===== src/hdl/plob_ram.sv =====
// Generic single-write, single-read memory with a registered read port.
module plob_ram #(
    parameter int WIDTH = 32,
    parameter int DEPTH = 128
) (
    input  logic                     i_clk,
    input  logic                     i_we,
    input  logic [$clog2(DEPTH)-1:0] i_waddr,
    input  logic [WIDTH-1:0]         i_wdata,
    input  logic                     i_re,
    input  logic [$clog2(DEPTH)-1:0] i_raddr,
    output logic [WIDTH-1:0]         o_rdata
);

    logic [WIDTH-1:0] r_mem [DEPTH];
    logic [WIDTH-1:0] r_rdata;

    always_ff @(posedge i_clk) begin
        if (i_we) begin
            r_mem[i_waddr] <= i_wdata;
        end
        if (i_re) begin
            r_rdata <= r_mem[i_raddr];
        end
    end

    assign o_rdata = r_rdata;

endmodule


===== config.mk =====
export PLATFORM = sky130hd
export DESIGN_NAME = plob_ram
export DESIGN_NICKNAME = d
export VERILOG_FILES = /design/src/hdl/plob_ram.sv
export SDC_FILE = /design/constraint.sdc
export NUM_CORES = 2
export LEC_CHECK = 0
export BUFFER_PORTS_ARGS = -buffer_cell sky130_fd_sc_hd__buf_2
export CORE_ASPECT_RATIO = 1.2
export CORE_MARGIN = 2
export CORE_UTILIZATION = 30
export CTS_CLUSTER_SIZE = 24
export DETAILED_ROUTE_END_ITERATION = 10
export PLACE_DENSITY_LB_ADDON = 0.12
export SYNTH_ARGS = -nofsm -noshare
export SYNTH_HDL_FRONTEND = slang
export SYNTH_SLANG_ARGS = --single-unit

===== constraint.sdc =====
create_clock -name i_clk -period 4.4 [get_ports i_clk]
set_input_delay 0.88 -clock i_clk [delete_from_list [all_inputs] [get_ports i_clk]]
set_output_delay 0.88 -clock i_clk [all_outputs]
set_load 0.005 [all_outputs]

==> reports/metrics.cfg <==
[synthesis]
ys_seq_area_share_pct=79.16
synthAdderAreaFrac_pct=0
synthFlopType=edfxtp_1
netlist_area_um2=156600
yosys_register_bits=4128
synth_edf_count=4128
ys_top_cells_by_area=edfxtp_1, mux4_2, clkbuf_1, nor2_1, buf_2
synthMuxAreaShare_pct=19.56
synth_fp_nets=6039
synth_compound_area_share_pct=0
synthXorXnorAreaFrac_pct=0
synth_common_cells=edfxtp_1, mux4_2, clkbuf_1, nor2_1, buf_2
avgSynthCellArea_um2=26.14
ys_async_sr_fraction_pct=0
synth_warnings=0
synth.most_common_cell=edfxtp_1
yosys.area_share.simple_pct=0.4450
yosysTopAreaCell=edfxtp_1
synth_cell_types=16
synth_top_family_by_area=multiplexers
synth_cells=5990
synth_top_area_share_pct=79.16

[global_routing]
grt_usage_pct=19.01
grt_max_degree=129
grt_pass1_vias=75180
grt_overflow=0
antenna_found_initial=64
grt_pass1_wl_mm=682.5

[cells_and_area]
drive_above_1_share_pct=38.13
fin_area_um2=186600
fillers=47150
final_nets=6730
final_cells=13980
syn_to_final_growth_pct=19.16

[clock_network]
postCtsSetupRepairBufs=0
clockBufferDepth=4
cts.sinks=4128
cts_max_level=5
clkTransAtPathRegs_ps=60
cts_made_buffers=449
cts_hold_buf=0
cts_tree=yes
clk_latency_ps=1020
root_buffer=clkbuf_16
cts_resized=0

[worst_setup_path]
end_kind=register
arrival_ps=4160
r2r_end=o_rdata[12]$_DFFE_PP_
rrSetupSlack_ps=1510
worstPathMaxFanout=17
worst_ep_required_time_ps=5150
endpoint=o_rdata[3]$_DFFE_PP_
critPathLaunchType=primary input
worstRegToRegCells=4
startpoint=i_raddr[0]
r2r-start=r_mem[20][12]$_DFFE_PP_
crit_type=in -> reg

[sta]
final.period_utilization_pct=77.60
finalHoldWorstSlack_ps=283.6
hold_viol=0
skew_ps=58.71
final-max-slew-violation-count=21
period_needed_ps=3414
max_slew.worst_pin.slew_ps=1606
setup_violations=0
slew-limit-headroom_pct=-7.072
fmax_mhz=292.9
rsz0062_at_grt=false
fin_ws_ps=985.8

[routing]
vias_per_cell=5.097
routedWlPerCell_um=36.35
routed_wl_mm=508.1
drtPass1Iterations=8
antenna_left=0
vias=71250
initialDrtViolationCount=7273
drcViolationCount=0

[floorplan]
start_util_pct=30.12
ioPinCount=81
core.rowCount=290
core_area_um2=520000
die_x_um=663.5
dieHeight_um=795.4
die_area_um2=527800

[placed_design]
place_congestion=0.7677
placed_cell_area_um2=172000
place_inst=13090
port-buffer-count=80
dp_hpwl_mm=298.7
pre_cts_slack_ps=-66.84

[job]
cap_violations=1

[hold_path]
worstHoldPathType=in -> reg
worstHoldPathCells=1

[power_and_ir_drop]
total_power_w=0.08566
power_leakage_nw=56.66
power.density_nw_per_um2=459.0
peakVddDrop_uv=358.5

[status]
outcome=finished, violations left
violations=capacitance limit, slew limit

## layout make-up
| class | instances | area, µm² | share of cell area [%] |
|---|---|---|---|
| antenna | 60 | 150.1 | 0.08046 |
| clock inverter | 275 | 2661 | 1.426 |
| sequential | 4128 | 124000 | 66.43 |
| clock buffer | 552 | 11750 | 6.297 |
| timing repair buffer | 556 | 7198 | 3.858 |
| multi-input combinational | 1546 | 32290 | 17.31 |
| tap | 6862 | 8586 | 4.601 |
## worst max-delay path: stages
cell and delay [ps]:
buf_12 180, buf_12 290, buf_12 250, buf_12 190, mux4_2 530, mux4_2 650, mux4_2 700, mux2_2 340
## flip-flops by register name, indices dropped and copies added (netlist names)
| signal | flops |
|---|---|
| r_mem | 4096 |
| o_rdata | 32 |
## stage by stage
step | util [%] | TNS, ps
4_1_cts | 35.86 | 0
5_1_grt | 35.87 | 0
6_report | 35.89 | 0
2_1_floorplan | - | 0
3_3_place_gp | 33.09 | -192.3
3_5_place_dp | 33.09 | -170.9
## power breakdown
group | switching (W) | internal [W] | total [W] | leakage (nW)
clock | 0.0157 | 0.0216 | 0.0373 | 7.05
sequential | 0.000155 | 0.0435 | 0.0436 | 37.1
combinational | 0.00293 | 0.00176 | 0.00469 | 12.5
## cell usage in the layout (no fill, tap or decap), drive strengths merged
master	count
buf	556
bufinv	46
clkbuf	552
clkinv	205
clkinvlp	10
diode	60
edfxtp	4128
inv	14
mux2	32
mux4	1344
nand2	14
nand2b	2
nand3	12
nand4	3
nor2	122
nor2b	7
nor3	9
or3	1
## worst min-delay path by stage
stage                                  from                endpoint  slack (ps)
finish                           i_wdata[8]  r_mem[34][8]$_DFFE_PP_         280
global route                     i_wdata[8]  r_mem[34][8]$_DFFE_PP_         230
CTS                              i_wdata[8]  r_mem[34][8]$_DFFE_PP_         170
detailed placement  r_mem[61][12]$_DFFE_PP_   o_rdata[12]$_DFFE_PP_        1210
global placement    r_mem[47][16]$_DFFE_PP_   o_rdata[16]$_DFFE_PP_        1230
floorplan                        i_wdata[0]   r_mem[0][0]$_DFFE_PP_         980
## per-layer routing
| layer | global-route usage [%] | routed length (µm) | up-vias |
|---|---|---|---|
| li1 | - | - | 28000 |
| met1 | 24.56 | 208300 | 40680 |
| met2 | 33.61 | 263700 | 2016 |
| met3 | 2.851 | 23560 | 542 |
| met4 | 4.514 | 12400 | 16 |
| met5 | 0 | 98 | - |
## cells by family (layout without fill, tap and decap cells)
family        Yosys count  count (layout)
other cells             0              60
buf+inv               316            1383
flops                4128            4128
simple gates          170             170
mux                  1376            1376
Power figures use the tool's default switching activity.
