$ cat config.mk
export PLATFORM = sky130hd
export DESIGN_NAME = plob_best
export DESIGN_NICKNAME = d
export VERILOG_FILES = /design/src/hdl/plob_pkg.sv /design/src/hdl/plob_best.sv
export SDC_FILE = /design/constraint.sdc
export NUM_CORES = 1
export LEC_CHECK = 0
export ABC_AREA = 1
export BUFFER_PORTS_ARGS = -buffer_cell sky130_fd_sc_hd__buf_2
export CAP_MARGIN = 40
export CORE_UTILIZATION = 51
export DETAILED_ROUTE_END_ITERATION = 10
export HOLD_SLACK_MARGIN = 0.05
export PLACE_DENSITY = 0.86
export SYNTH_ARGS = -nofsm -noshare
export SYNTH_HDL_FRONTEND = slang
export SYNTH_SLANG_ARGS = --single-unit
$ cat constraint.sdc
create_clock -name i_clk -period 2 [get_ports i_clk]
set_input_delay 0.4 -clock i_clk [delete_from_list [all_inputs] [get_ports i_clk]]
set_output_delay 0.4 -clock i_clk [all_outputs]
set_load 0.1 [all_outputs]
$ cat src/hdl/plob_pkg.sv
// Shared types and constants for the price-level order book.
package plob_pkg;

    localparam int PRICE_W = 7;
    localparam int QTY_W   = 32;

    typedef enum logic [2:0] {
        OP_CLEAR     = 3'd0,
        OP_LOAD      = 3'd1,
        OP_DELTA     = 3'd2,
        OP_TRADE     = 3'd3,
        OP_TOP_BIDS  = 3'd4,
        OP_TOP_ASKS  = 3'd5
    } t_op;

    typedef struct packed {
        logic [2:0]        op;
        logic              side;
        logic [7:0]        bid_price;
        logic [7:0]        ask_price;
        logic [31:0]       qty;
        logic signed [31:0] amount;
    } t_in_word;

    typedef struct packed {
        logic               status;
        logic               level_valid;
        logic [PRICE_W-1:0] level_price;
        logic [QTY_W-1:0]   level_qty;
        logic               best_bid_valid;
        logic [PRICE_W-1:0] best_bid_price;
        logic [QTY_W-1:0]   best_bid_qty;
        logic               best_ask_valid;
        logic [PRICE_W-1:0] best_ask_price;
        logic [QTY_W-1:0]   best_ask_qty;
        logic               last;
    } t_out_word;

    typedef struct packed {
        logic               bid_valid;
        logic [PRICE_W-1:0] bid_price;
        logic               ask_valid;
        logic [PRICE_W-1:0] ask_price;
    } t_best;

endpackage

$ cat src/hdl/plob_best.sv
// Two-stage registered search for the highest set bid and the lowest set ask.
module plob_best import plob_pkg::*; #(
    parameter int PRICE_LEVELS = 128
) (
    input  logic                    i_clk,
    input  logic [PRICE_LEVELS-1:0] i_bid_map,
    input  logic [PRICE_LEVELS-1:0] i_ask_map,
    output t_best                   o_best
);

    localparam int GROUP_W = 8;
    localparam int NG      = (PRICE_LEVELS + GROUP_W - 1) / GROUP_W;

    logic [NG*GROUP_W-1:0] w_bid_pad;
    logic [NG*GROUP_W-1:0] w_ask_pad;
    logic                  w_bany [NG];
    logic                  w_aany [NG];
    logic [2:0]            w_bsub [NG];
    logic [2:0]            w_asub [NG];
    logic                  r_bany [NG];
    logic                  r_aany [NG];
    logic [2:0]            r_bsub [NG];
    logic [2:0]            r_asub [NG];
    t_best                 w_best;
    t_best                 r_best;

    assign w_bid_pad = (NG*GROUP_W)'(i_bid_map);
    assign w_ask_pad = (NG*GROUP_W)'(i_ask_map);

    always_comb begin
        for (int g = 0; g < NG; g++) begin
            w_bany[g] = |w_bid_pad[g*GROUP_W +: GROUP_W];
            w_aany[g] = |w_ask_pad[g*GROUP_W +: GROUP_W];
            w_bsub[g] = '0;
            w_asub[g] = '0;
            for (int b = 0; b < GROUP_W; b++) begin
                if (w_bid_pad[g*GROUP_W + b]) begin
                    w_bsub[g] = 3'(b);
                end
            end
            for (int b = GROUP_W - 1; b >= 0; b--) begin
                if (w_ask_pad[g*GROUP_W + b]) begin
                    w_asub[g] = 3'(b);
                end
            end
        end
    end

    always_ff @(posedge i_clk) begin
        for (int g = 0; g < NG; g++) begin
            r_bany[g] <= w_bany[g];
            r_aany[g] <= w_aany[g];
            r_bsub[g] <= w_bsub[g];
            r_asub[g] <= w_asub[g];
        end
        r_best <= w_best;
    end

    always_comb begin
        w_best = '0;
        for (int g = 0; g < NG; g++) begin
            if (r_bany[g]) begin
                w_best.bid_valid = 1'b1;
                w_best.bid_price = PRICE_W'(g*GROUP_W + int'(r_bsub[g]));
            end
        end
        for (int g = NG - 1; g >= 0; g--) begin
            if (r_aany[g]) begin
                w_best.ask_valid = 1'b1;
                w_best.ask_price = PRICE_W'(g*GROUP_W + int'(r_asub[g]));
            end
        end
    end

    assign o_best = r_best;

endmodule

==> impl.org, run 1 <==
** Worst setup path
- Endpoint of the worst-slack reg-to-reg timing path :: o_best[1]
- The worst setup path is of the register to output port kind.
- Data arrival time of the critical path :: 1.16 ns
- Startpoint of the most critical register-to-register path :: r_aany[1][3]
- Number of cells on the worst reg-to-reg path :: 7
- The largest individual stage delay along the critical path comes from the cell buf_2.
- STA classifies the critical path startpoint as a register.
- Register-to-Register Setup Slack :: 0.46 ns
- Critical path buffer and inverter count :: 1
- STA puts the critical path data required time at 1.60 ns.
- On the critical path the largest part of the delay comes from buffers and inverters.
- Largest fanout on the critical path :: 1
- Cell-by-cell trace of the critical path :: buf_2
- Largest stage delay on the critical path :: 0.44 ns
- Worst setup EP type :: output port

** Routing
- The pre-antenna-repair detailed-routing pass consisted of 5 iterations.
- Wires add up to 16600 microns.
- Routed vias :: 6725
- Once detail routing completed, the nets flagged for antenna violations numbered 0.
- Number of remaining DRC errors :: 0
- In the final routed layout, each cell accounts on average for 12.6 microns.
- After the first detailed-routing iteration, the DRC count stood at 439.
- Average via count per standard cell :: 5.11

** Timing
- Setup repair after global routing left no endpoint under its margin.
- Setup violations remaining at the end of the flow were counted as 0.
- Hold violation total from the final report :: 0
- Maximum operating frequency :: 0.642 GHz
- Headroom to the max-slew limit :: 0.648
- Clk_skew :: 0.00966 ns
- Final worst-path cycle share :: 0.779
- Total count of max-transition violations in the final report :: 0
- After routing, the total negative slack on setup checks comes to 0 ns.
- Min cycle time layout :: 1.56 ns
- For the pin with the worst max-slew slack, the measured transition is 0.532 ns.

** Die
- The floorplan has 39 rows.
- The initial utilization of the core area, before any placement, comes to 0.533.
- In this run the standard cell core region covers 0.0117 sq mm.
- The die is 112 microns tall.
- Measured along the x axis, the die boundary spans 112 microns.
- Die Area :: 0.0126 sq mm
- For this design the top-level I/O count stands at 273.

** Global route
- Maximum number of pins on one net before global-route repair :: 17
- Remaining global-route overflow :: 0
- Wire length of the first global-routing pass :: 27100 microns
- For this run, the total global-route usage over all layers was measured as 0.269.
- The number of antenna violations at the first check in global routing was 0.
- The via count of the first global-routing pass was 6385.

** Synthesis
- Number of warning messages in the yosys log :: 0
- Seq cells post-synth :: 144
- Number of distinct library cells after synthesis :: 24
- Mapped Nets :: 1130
- Mapped Area :: 0.00622 sq mm
- Mean instance size in the synthesized netlist :: 7.12 sq um
- Cells after Synth :: 873
- Sequential share of the synthesized area :: 0.464

** Power and ir drop
- Power per Cell Area :: 836 mW/mm^2
- The completed layout was analyzed and its total power is 6980 uW.
- IR analysis of the VDD net gives a maximum drop of 0.000569 V.
- The analysis attributes to cell leakage a power of 0.00413 uW.

** Hold path
- Launch instance of the worst min-delay path :: i_ask_map[80]
- Worst Hold Path Cells :: 2
- The path class of the tightest hold or removal check is input pin to register.
- Hold worst-path end :: r_asub[1][6]

** CTS
- Counting every sink on the clock net gives 144.
- The longest clock path from root to sink contains 2 buffers.
- The number of gates resized after CTS was 0.
- Post-CTS timing repair inserted 0 buffers for setup.
- Counting the buffers created by CTS gives 17.
- Count of hold buffers inserted by post-cts repair :: 0
- In this run the clock root is driven by a clkbuf_16.
- Clock transition at the register clock pins on the worst setup and hold paths after CTS :: 0.06 ns
- TritonCTS built the clock tree.
- The later pin in the worst-skew pair is clocked with a latency of 0.41 ns.
- In this run the number of H-tree levels came out at 4.

** Layout
- Fraction of layout cells with a size suffix above 1 :: 0.291
- Layout overhead on the synthesized area :: 34.4%
- For this run, the share of the core covered by cells in the final layout is 0.717.
- Area used by multi-input combinational logic :: 0.00290 sq mm
- Counting the fill cells in the layout gives 938.
- Antenna Diode Count :: 0
- Combined flip-flop and latch cell area :: 0.00288 sq mm
- Nets :: 1418

** Place
- At the end of routability-driven placement, the weighted congestion stood at 0.938.
- Hpwl dp :: 13300 microns
- Input and output buffers added on the ports amount to 272.

** Status
- The flow ran to the end, and the final reports show no timing, DRC or antenna violations.

** Run
- Max-cap violations in this run came to 0.
-- cells in the mapped netlist --
cell type  instances  area share
nor4_1            18       0.018
clkbuf_1           1     0.00060
nor2_1           176        0.11
dfxtp_1          144        0.46
a22oi_1            3      0.0036
a221oi_1           6      0.0085
a31oi_1            8      0.0081
nand4_1           12       0.012
o211ai_1           3      0.0036
a211oi_1           2      0.0024
nor3_1            38       0.031
nand2_1          122       0.074
a21o_1             1      0.0012
o21bai_1          12       0.014
a21oi_1          101       0.081
buf_2              1     0.00080
o31ai_1            1      0.0012
or2_2             39       0.039
nand3_1           19       0.015
inv_1            111       0.067
or2_4              1      0.0014
o221ai_1           4      0.0056
o21ai_0           49       0.039
buf_6              1      0.0018
-- worst max-delay path by stage --
stage,from,to,cells past startpoint
finish,o_best[1],o_best[1],1
global route,r_bany[0][2],o_best[8],15
CTS,o_best[0],o_best[0],1
detailed placement,r_aany[1][0],o_best[2],8
global placement,r_aany[1][3],o_best[1],7
floorplan,o_best[0],o_best[0],0
-- per-layer routing --
metal	up-vias	track usage	wire length [microns]
li1	3461	-	-
met1	2977	0.306	6980
met2	259	0.478	8120
met3	28	0.0751	1150
met4	0	0.106	335
met5	-	0	0
-- sequential cells by signal, indices dropped and copies added, names as in the netlist --
signal,flops
r_asub,48
r_bany,16
o_best,16
r_bsub,48
r_aany,16
-- metrics by stage --
stage	hold WS, ns	setup WS [ns]	instance area, sq um	cells
6_report	0.147	0.443	8360	1316
5_1_grt	0.139	0.274	8360	1316
4_1_cts	0.137	0.425	8360	1316
3_5_place_dp	0.420	0.517	7740	1285
3_3_place_gp	0.415	0.571	7740	1285
2_1_floorplan	0.399	0.691	6220	873
-- logic make-up after synthesis --
group | synth area share
simple gates | 0.297
compound gates | 0.169
flops | 0.464
buf+inv | 0.0702
-- layout by cell type (no fill, tap or decap), drive strengths merged --
cell / count
o221ai: 4
clkinvlp: 4
a31oi: 8
buf: 272
dfxtp: 144
a211oi: 2
o21bai: 12
nor3: 38
clkbuf: 21
a21oi: 101
nand2: 122
inv: 111
o211ai: 3
or2: 40
nor4: 18
a22oi: 3
a221oi: 6
nor2: 176
o31ai: 1
bufinv: 4
o21ai: 49
a21o: 1
nand4: 12
nand3: 19
clkinv: 2
-- final cells by class --
type | instances | area share
multi-input combinational | 615 | 0.347
sequential | 144 | 0.345
timing repair buffer | 272 | 0.163
clock buffer | 21 | 0.0551
inverter | 111 | 0.0499
tap | 143 | 0.0214
clock inverter | 10 | 0.0192
-- where the power goes --
group	switching [uW]	total, uW	leakage (uW)	internal [uW]
Clock	1130	3270	0.000291	2140
Combinational	374	697	0.00266	324
Sequential	39.4	3020	0.00119	2980
(Power assumes the default switching activity.)
==> run 2, diff against run 1 <==
--- a/config.mk
+++ b/config.mk
@@ -5,13 +5,13 @@
 export SDC_FILE = /design/constraint.sdc
 export NUM_CORES = 1
 export LEC_CHECK = 0
-export ABC_AREA = 1
+export ABC_AREA = 0
 export BUFFER_PORTS_ARGS = -buffer_cell sky130_fd_sc_hd__buf_2
 export CAP_MARGIN = 40
-export CORE_UTILIZATION = 51
+export CORE_UTILIZATION = 47
 export DETAILED_ROUTE_END_ITERATION = 10
 export HOLD_SLACK_MARGIN = 0.05
-export PLACE_DENSITY = 0.86
+export PLACE_DENSITY = 0.81
 export SYNTH_ARGS = -nofsm -noshare
 export SYNTH_HDL_FRONTEND = slang
 export SYNTH_SLANG_ARGS = --single-unit
==> constraint.sdc (replaced) <==
create_clock -name i_clk -period 1.5 [get_ports i_clk]
set_input_delay 0.3 -clock i_clk [delete_from_list [all_inputs] [get_ports i_clk]]
set_output_delay 0.3 -clock i_clk [all_outputs]
set_load 0.1 [all_outputs]
==> run 2 against run 1 <==
  * The run now ends with negative setup slack left
  * Clock power up 30%
  * Worst hold slack worse by 0.068 ns
  * Count of clock-buffer cells in the layout is 3 lower
  * Power rose by 32%
  * Core utilization down 4.1 points
  * Synthesized cell count decreased by 14%
  * Critical path type is now register to register
==> impl.org, run 2 <==
** Synthesis
- Sequential share of the synthesized area :: 0.475 (+0.0113)
- Top flip-flop cell by instance count after synthesis :: dfxtp_1
- Mapped Nets :: 1010 (-11%)
- The async set or reset register ratio after synthesis was 0 (unchanged).
- Mean instance size in the synthesized netlist :: 8.06 sq um (+13%)
- Number of warning messages in the yosys log :: 0 (unchanged)
- Most numerous cell in the Yosys netlist :: dfxtp_1
- Area contributors post-synth :: dfxtp_1 47%, nor2_1 8.8%, a21oi_1 5.7%
- The register bit total from synthesis came to 144 (unchanged).
- The share of the synthesized area in the top cell type is 0.475 (+0.0113).
- The number of distinct library cells after synthesis is 43 (+79%).
- The synthesized instance count came to 753 (-14%).
- Cell types with the highest counts after synthesis :: 144 x dfxtp_1, 143 x nor2_1, 69 x a21oi_1, 64 x inv_1, 53 x nor3_1
- The number of flops mapped to enable cells by yosys was 0 (unchanged).
- The cell area after synthesis was 0.00607 sq mm (-2.4%).
- Library cell occupying the most area in the post-synthesis netlist :: dfxtp_1

** Die
- The die boundary width is 116 microns (+2.9%).
- Die Y-Extent :: 116 microns (+2.9%)
- Core outline area :: 0.0126 sq mm (+8.2%)
- The number of rows created at floorplan came to 41 (+5.1%).
- The starting density of the core was 0.481 (-0.0521).
- Die Area :: 0.0134 sq mm (+5.8%)
- Number of placed I/O pins :: 273 (unchanged)

** Routing
- 1st-iter DRT viols :: 279 (-36%)
- Total Wirelength :: 16200 microns (-2.5%)
- The DRC violation count after routing came to 0 (unchanged).
- Post-route ant nets :: 0 (unchanged)
- The post-detailed-route wirelength per cell was 13.0 microns (+2.8%).
- The total vias in the final route is 6450 (-4.1%).
- Average via count per standard cell :: 5.17 (+1.1%)
- The number of optimization iterations in the first detailed-route pass came to 6 (+1).

** CTS
- Clock transition at the register clock pins on the worst setup and hold paths after CTS :: 0.06 ns (about the same)
- The cell sitting at the root of the clock tree is a clkbuf_16.
- Latest clock arrival within the worst-skew pair :: 0.40 ns (about the same)
- The number of buffers inserted during clock tree synthesis is 17 (unchanged).
- The number of buffers between clock root and the deepest sink is 2 (unchanged).
- The number of clock sinks seen by CTS came to 144 (unchanged).
- TritonCTS built the clock tree.
- H-tree levels :: 4 (unchanged)

** Layout
- The share of post-route cells with drive strength above 1 is 0.332 (+0.0417).
- The non-filler instance count after layout came to 1248 (-5.2%).
- Commonest cells after routing, fill and taps aside :: 268 x buf_2, 141 x nor2_1, 140 x dfxtp_1, 67 x a21oi_1, 64 x inv_1
- Leaving out fill and tap cells, the most frequent cell in the layout is buf_2.
- The fill cell instance count of the final layout was 1055 (+12%).
- Nets :: 1318 (-7.1%)
- The largest registers in the layout are r_asub x48, r_bsub x48.
- Layout overhead on the synthesized area :: 40.4%
- Share of the core filled with cells in the final layout :: 0.675 (-0.0415)

** Worst setup path
- Critical path buffer and inverter count :: 0 (-1)
- On the critical path, the stage with the largest delay is an instance of nor4_4.
- In this design, the largest share of critical-path delay is due to compound AO/OA/AOI/OAI gates.
- Kind of start point of the critical path :: register
- The critical path is of the register to register type.
- The maximum cell stage delay along the critical path was 0.38 ns (-0.06 ns).
- Cell-by-cell trace of the critical path :: nor4_4 > o221ai_1 > o211ai_1 > a21oi_2 > o21ai_2
- The largest fanout of any net on the critical path is 4 (+3).
- Data required time of the worst path :: 1.84 ns (+0.24 ns)
- Data arrival time of the critical path :: 1.86 ns (+0.70 ns)
- STA classifies the critical path endpoint as a register.

** Global route
- Number of antenna violations at the first check in global routing :: 2 (+2)
- All-Layer GR Usage :: 0.239 (-0.0302)
- The first-pass GRT wire length is 25000 microns (-7.7%).
- The via count of the first global-routing pass was 5835 (-8.6%).
- Remaining global-route overflow :: 0 (unchanged)
- The maximum number of pins on one net before global-route repair was 17 (unchanged).

** Place
- Hpwl dp :: 12800 microns (-3.6%)
- The pre-CTS worst setup slack came to -0.0337 ns (-0.551 ns).
- Port Buf Inserts :: 272 (unchanged)
- The total placed cells including tap cells came to 1208 (-6.0%).
- The placer congestion estimate was 0.915 (-2.5%).

** Timing
- After layout, the minimum clock period comes to 1.53 ns.
- Fin Setup TNS :: -0.0270 ns (-0.0270 ns)
- Actual transition at the worst max-transition pin :: 0.514 ns (-0.0189 ns)
- The setup violation total in the final timing report was 1 (+1).
- Final worst-path cycle share :: 1.02
- Clk_skew :: 0.00983 ns (+0.000169 ns)
- The max-slew headroom at the worst pin came to 0.660 (+0.0125).
- Maximum operating frequency :: 0.655 GHz
- The final hold violation count was 0 (unchanged).
- Setup repair after global routing could not meet its margin everywhere.
- PnR worst setup slack :: -0.0270 ns (-0.470 ns)
- The total count of max-transition violations in the final report came to 0 (unchanged).

** Power and ir drop
- The largest voltage drop on the vdd net is 0.000784 V (+38%).
- The power per cell area is 1080 mW/mm^2 (+29%).
- The leakage dissipation is 0.00395 uW (-4.4%).

** Status
- Violations in the final reports :: negative setup slack
- The run finished, with violations left.

** Run
- The max-cap violation count was 0 (unchanged).

** Hold path
- In this run the worst hold path is classified as input pin to register.
==> run 2: cell count changes after synthesis, sizes merged, moves of 12 or more <==
cell,change
nand2,-72
nor2,-33
nor4,+16
o31ai,+13
or2,-37
inv,-47
nor3,+16
nand3,-12
a21oi,-32
o21ai,-33
nor2b,+21
o21bai,+20
nand2b,+13
==> run 2: power by group <==
group | internal [uW] | switching [uW]
clock | 2640 | 1620
combinational | 433 | 494
sequential | 3970 | 59.3
==> run 2: repair_timing <==
item | in CTS | in global routing
hold buffers | 0 | 0
resized for setup | 5 | 25
endpoints found under the setup margin | 7 | 13
cloned | 0 | 0
pin swaps | 3 | 10
buffers inserted | 2 | 4
==> run 2: layout make-up <==
class | instances | area [sq um] | share of cell area
tap | 172 | 215 | 0.0253
clock inverter | 14 | 178 | 0.0209
inverter | 64 | 240 | 0.0282
multi-input combinational | 538 | 3000 | 0.352
clock buffer | 18 | 429 | 0.0504
timing repair buffer | 296 | 1560 | 0.184
sequential | 144 | 2890 | 0.340
antenna | 2 | 5.00 | 0.000587
==> run 2: worst reg2reg max path, stage by stage, from the launching register on <==
cell	delay (ns)
dfxtp_4	0.36
nor4_4	0.38
o221ai_1	0.18
o211ai_1	0.30
a21oi_2	0.12
o21ai_2	0.12
==> run 2: cell families after synthesis <==
| family | share of synthesized area |
|---|---|
| simple gates | 0.279 |
| compound gates | 0.200 |
| flops | 0.475 |
| buf+inv | 0.0462 |
==> run 2: final timing paths <==
check	start	to	slack (ns)	cells past startpoint
worst max-delay path	r_bany[0][6]	o_best[8]	-0.03	5
worst min-delay path	i_ask_map[80]	r_asub[1][6]	0.08	2
worst max register to register	r_bany[0][6]	o_best[8]	-0.03	5
worst min register to register	r_bany[0][0]	o_best[15]	0.50	2
==> run 2: per-stage QoR <==
stage / hold slack [ns] / area, sq um / total power [uW]
global route: 0.0627 / 8520 / 9600
floorplan: 0.372 / 6070 / 4470
finish: 0.0784 / 8520 / 9210
CTS: 0.0634 / 8380 / 9280
global placement: 0.463 / 7740 / 5000
detailed placement: 0.471 / 7740 / 5020
==> run 2: metal layers <==
| metal | GRT usage | part of all wire |
|---|---|---|
| met1 | 0.295 | 0.44 |
| met2 | 0.404 | 0.49 |
| met3 | 0.0507 | 0.052 |
| met4 | 0.106 | 0.021 |
| met5 | 0 | 0 |
==> run 3, diff against run 2 <==
--- a/config.mk
+++ b/config.mk
@@ -9,6 +9,7 @@
 export BUFFER_PORTS_ARGS = -buffer_cell sky130_fd_sc_hd__buf_2
 export CAP_MARGIN = 40
 export CORE_UTILIZATION = 47
+export CTS_BUF_LIST = sky130_fd_sc_hd__clkbuf_16
 export DETAILED_ROUTE_END_ITERATION = 10
 export HOLD_SLACK_MARGIN = 0.05
 export PLACE_DENSITY = 0.81
==> run 3 against run 2 <==
  * Core utilization stayed put
  * The flow still finishes with violations (negative setup slack)
  * First-iteration DRC count stayed put
  * Setup slack better by 0.00054 ns
  * Via count is 0.12% lower
  * Clock skew hardly changed
  * Final cell count stayed put
  * Critical path depth stayed put
  * Maximum frequency hardly changed
==> impl.org, run 3 (synthesized netlist as in run 2, its figures left out) <==
** Status
- The flow ran to the end, but the final reports show violations.
- The final reports fail on negative setup slack.

** Worst setup path
- Critical path buffer and inverter count :: 0 (unchanged)
- Cell with the biggest individual delay on the critical path :: nor4_4
- Data arrival time of the critical path :: 1.86 ns (about the same)
- Worst setup EP type :: register
- The worst setup path is launched from a register.
- Top delay family on crit path :: compound AO/OA/AOI/OAI gates
- The largest fanout of any net on the critical path was 4 (unchanged).
- The worst path required time is 1.84 ns (about the same).
- Register-to-Register Setup Slack :: -0.03 ns (about the same)
- The maximum cell stage delay along the critical path is 0.38 ns (about the same).
- Cell-by-cell trace of the critical path :: nor4_4 > o221ai_1 > o211ai_1 > a21oi_2 > o21ai_2
- Worst Path Class, Setup :: register to register

** Die
- The core region area came to 0.0126 sq mm (unchanged).
- Die Area :: 0.0134 sq mm (unchanged)
- Initial Utilization :: 0.481 (unchanged)
- Die Span X :: 116 microns (unchanged)
- The number of rows created at floorplan is 41 (unchanged).
- Die Y-Extent :: 116 microns (unchanged)
- The number of I/O pins is 273 (unchanged).

** CTS
- The total of hold buffers inserted after clock tree synthesis came to 0 (unchanged).
- The clock-pin slew on the worst setup and hold paths is 0.06 ns (about the same).
- The tree is rooted in a clkbuf_16.
- H-tree levels :: 4 (unchanged)
- Clock sink count :: 144 (unchanged)
- Latest clock arrival within the worst-skew pair :: 0.40 ns (about the same)
- The number of buffers inserted during clock tree synthesis came to 17 (unchanged).
- TritonCTS built the clock tree.
- Clock Path Buffers :: 2 (unchanged)

** Timing
- Headroom to the max-slew limit :: 0.660 (about the same)
- Total count of max-transition violations in the final report :: 0 (unchanged)
- PnR worst setup slack :: -0.0265 ns (+0.000536 ns)
- The final critical delay including setup and external delays came to 1.53 ns (-0.000536 ns).
- Actual transition at the worst max-transition pin :: 0.513 ns (-0.000111 ns)
- The aggregate negative setup slack is -0.0265 ns (+0.000536 ns).
- Setup repair after global routing could not meet its margin everywhere.
- Final worst-path cycle share :: 1.02 (about the same)
- Maximum operating frequency :: 0.655 GHz (about the same)
- Final-report setup violation count :: 1 (unchanged)
- Clk_skew :: 0.00982 ns (-0.00000947 ns)
- The final hold violation count is 0 (unchanged).
- Tightest hold margin :: 0.0784 ns (-0.0000190 ns)

** Routing
- The post-detailed-route via-to-cell ratio was 5.16 (-0.12%).
- The sum of routed wire length over all layers is 16200 microns (about the same).
- Drt first pass iters :: 6 (unchanged)
- The highest metal layer carrying signal wires in the routed design is met4.
- The total vias in the final route came to 6442 (-0.12%).
- The violation count after the first detailed-routing iteration is 279 (unchanged).
- Number of remaining DRC errors :: 0 (unchanged)
- The wire length on met3 came to 832 microns (-1.2%).
- Post-route ant nets :: 0 (unchanged)
- Detailed-route wire length on metal 1 :: 7070 microns (about the same)
- The post-detailed-route wirelength per cell is 12.9 microns (about the same).
- Met2 wire len :: 7910 microns (about the same)

** Place
- The half-perimeter wire length of the detailed placement result came to 12800 microns (unchanged).
- Port Buf Inserts :: 272 (unchanged)
- Global placer's final weighted congestion :: 0.915 (unchanged)
- The pre-CTS worst setup slack came to -0.0337 ns (unchanged).

** Layout
- Combined flip-flop and latch cell area :: 0.00289 sq mm (unchanged)
- Share of the core filled with cells in the final layout :: 0.675 (unchanged)
- The post-synthesis to final-layout area growth is 40.4% (unchanged).
- Leading cell type in the layout, fill and taps excluded :: buf_2
- Fraction of layout cells with a size suffix above 1 :: 0.332 (unchanged)
- Nets :: 1318 (unchanged)
- The fill cell instance count of the final layout is 1055 (unchanged).
- Area used by multi-input combinational logic :: 0.00300 sq mm (unchanged)
- Biggest registers after layout :: r_asub x48, r_bsub x48
- Commonest cells after routing, fill and taps aside :: 268 x buf_2, 141 x nor2_1, 140 x dfxtp_1, 67 x a21oi_1, 65 x inv_1

** Power and ir drop
- The share of total power consumed by net switching is 0.236 (about the same).
- The relative contribution of sequential cells to total power was 0.437 (about the same).
- Power per Cell Area :: 1080 mW/mm^2 (about the same)
- The switching power was 2170 uW (about the same).
- The internal portion of total power was 7040 uW (about the same).
- The relative contribution of the clock network to total power was 0.462 (about the same).
- The leakage dissipation was 0.00395 uW (+0.11%).
- The combinational power share came to 0.101 (about the same).
- Worst VDD drop :: 0.000784 V (about the same)
- The total design power came to 9210 uW (about the same).

** Global route
- The number of antenna violations at the first check in global routing is 2 (unchanged).
- Number of global-route vias before repair :: 5835 (unchanged)
- Wire length of the first global-routing pass :: 25000 microns (unchanged)
- The maximum number of pins on one net before global-route repair is 17 (unchanged).
- The total global routing track utilization is 0.239 (unchanged).
- The final global-route overflow total was 0 (unchanged).

** Run
- Number of maximum-capacitance constraint violations :: 0 (unchanged)

** Hold path
- Worst hold path class :: input pin to register
==> run 3: power groups by stage <==
| stage | Combinational, uW | Sequential [uW] | Clock, uW |
|---|---|---|---|
| floorplan | 325 | 4150 | 0 |
| global placement | 897 | 4110 | 0 |
| detailed placement | 915 | 4110 | 0 |
| CTS | 922 | 4030 | 4330 |
| global route | 1040 | 4030 | 4520 |
| finish | 927 | 4030 | 4250 |
==> run 3: layout make-up <==
| type | count | area share |
|---|---|---|
| flip-flops and latches | 144 | 0.340 |
| clock inverters | 15 | 0.0213 |
| clock buffers | 17 | 0.0499 |
| diodes | 2 | 0.000587 |
| multi-input cells | 538 | 0.352 |
| inverters | 64 | 0.0282 |
| well taps | 172 | 0.0253 |
| repair buffers | 296 | 0.184 |
==> run 3: through the flow <==
stage,cell area [sq um],instances
after floorplan,6070,753
after global placement,7740,1208
after detailed placement,7740,1208
after CTS,8380,1242
after global routing,8520,1248
final,8520,1248
==> run 3: layer usage <==
metal,GRT usage,vias up
li1,-,3312
met1,0.295,2898
met2,0.404,208
met3,0.0507,24
met4,0.106,0
met5,0,-
==> run 3: repair_timing <==
| action | CTS | global route |
|---|---|---|
| setup buffers | 2 | 4 |
| setup endpoints to repair | 7 | 13 |
| pin swaps | 3 | 10 |
| cloned | 0 | 0 |
| resized for setup | 5 | 25 |
==> run 3: worst paths after layout <==
| check | start | end | cells past startpoint |
|---|---|---|---|
| worst max-delay path | r_bany[0][6] | o_best[8] | 5 |
| worst min register to register | r_bany[0][0] | o_best[15] | 2 |
| worst max register to register | r_bany[0][6] | o_best[8] | 5 |
| worst min-delay path | i_ask_map[80] | r_asub[1][6] | 2 |
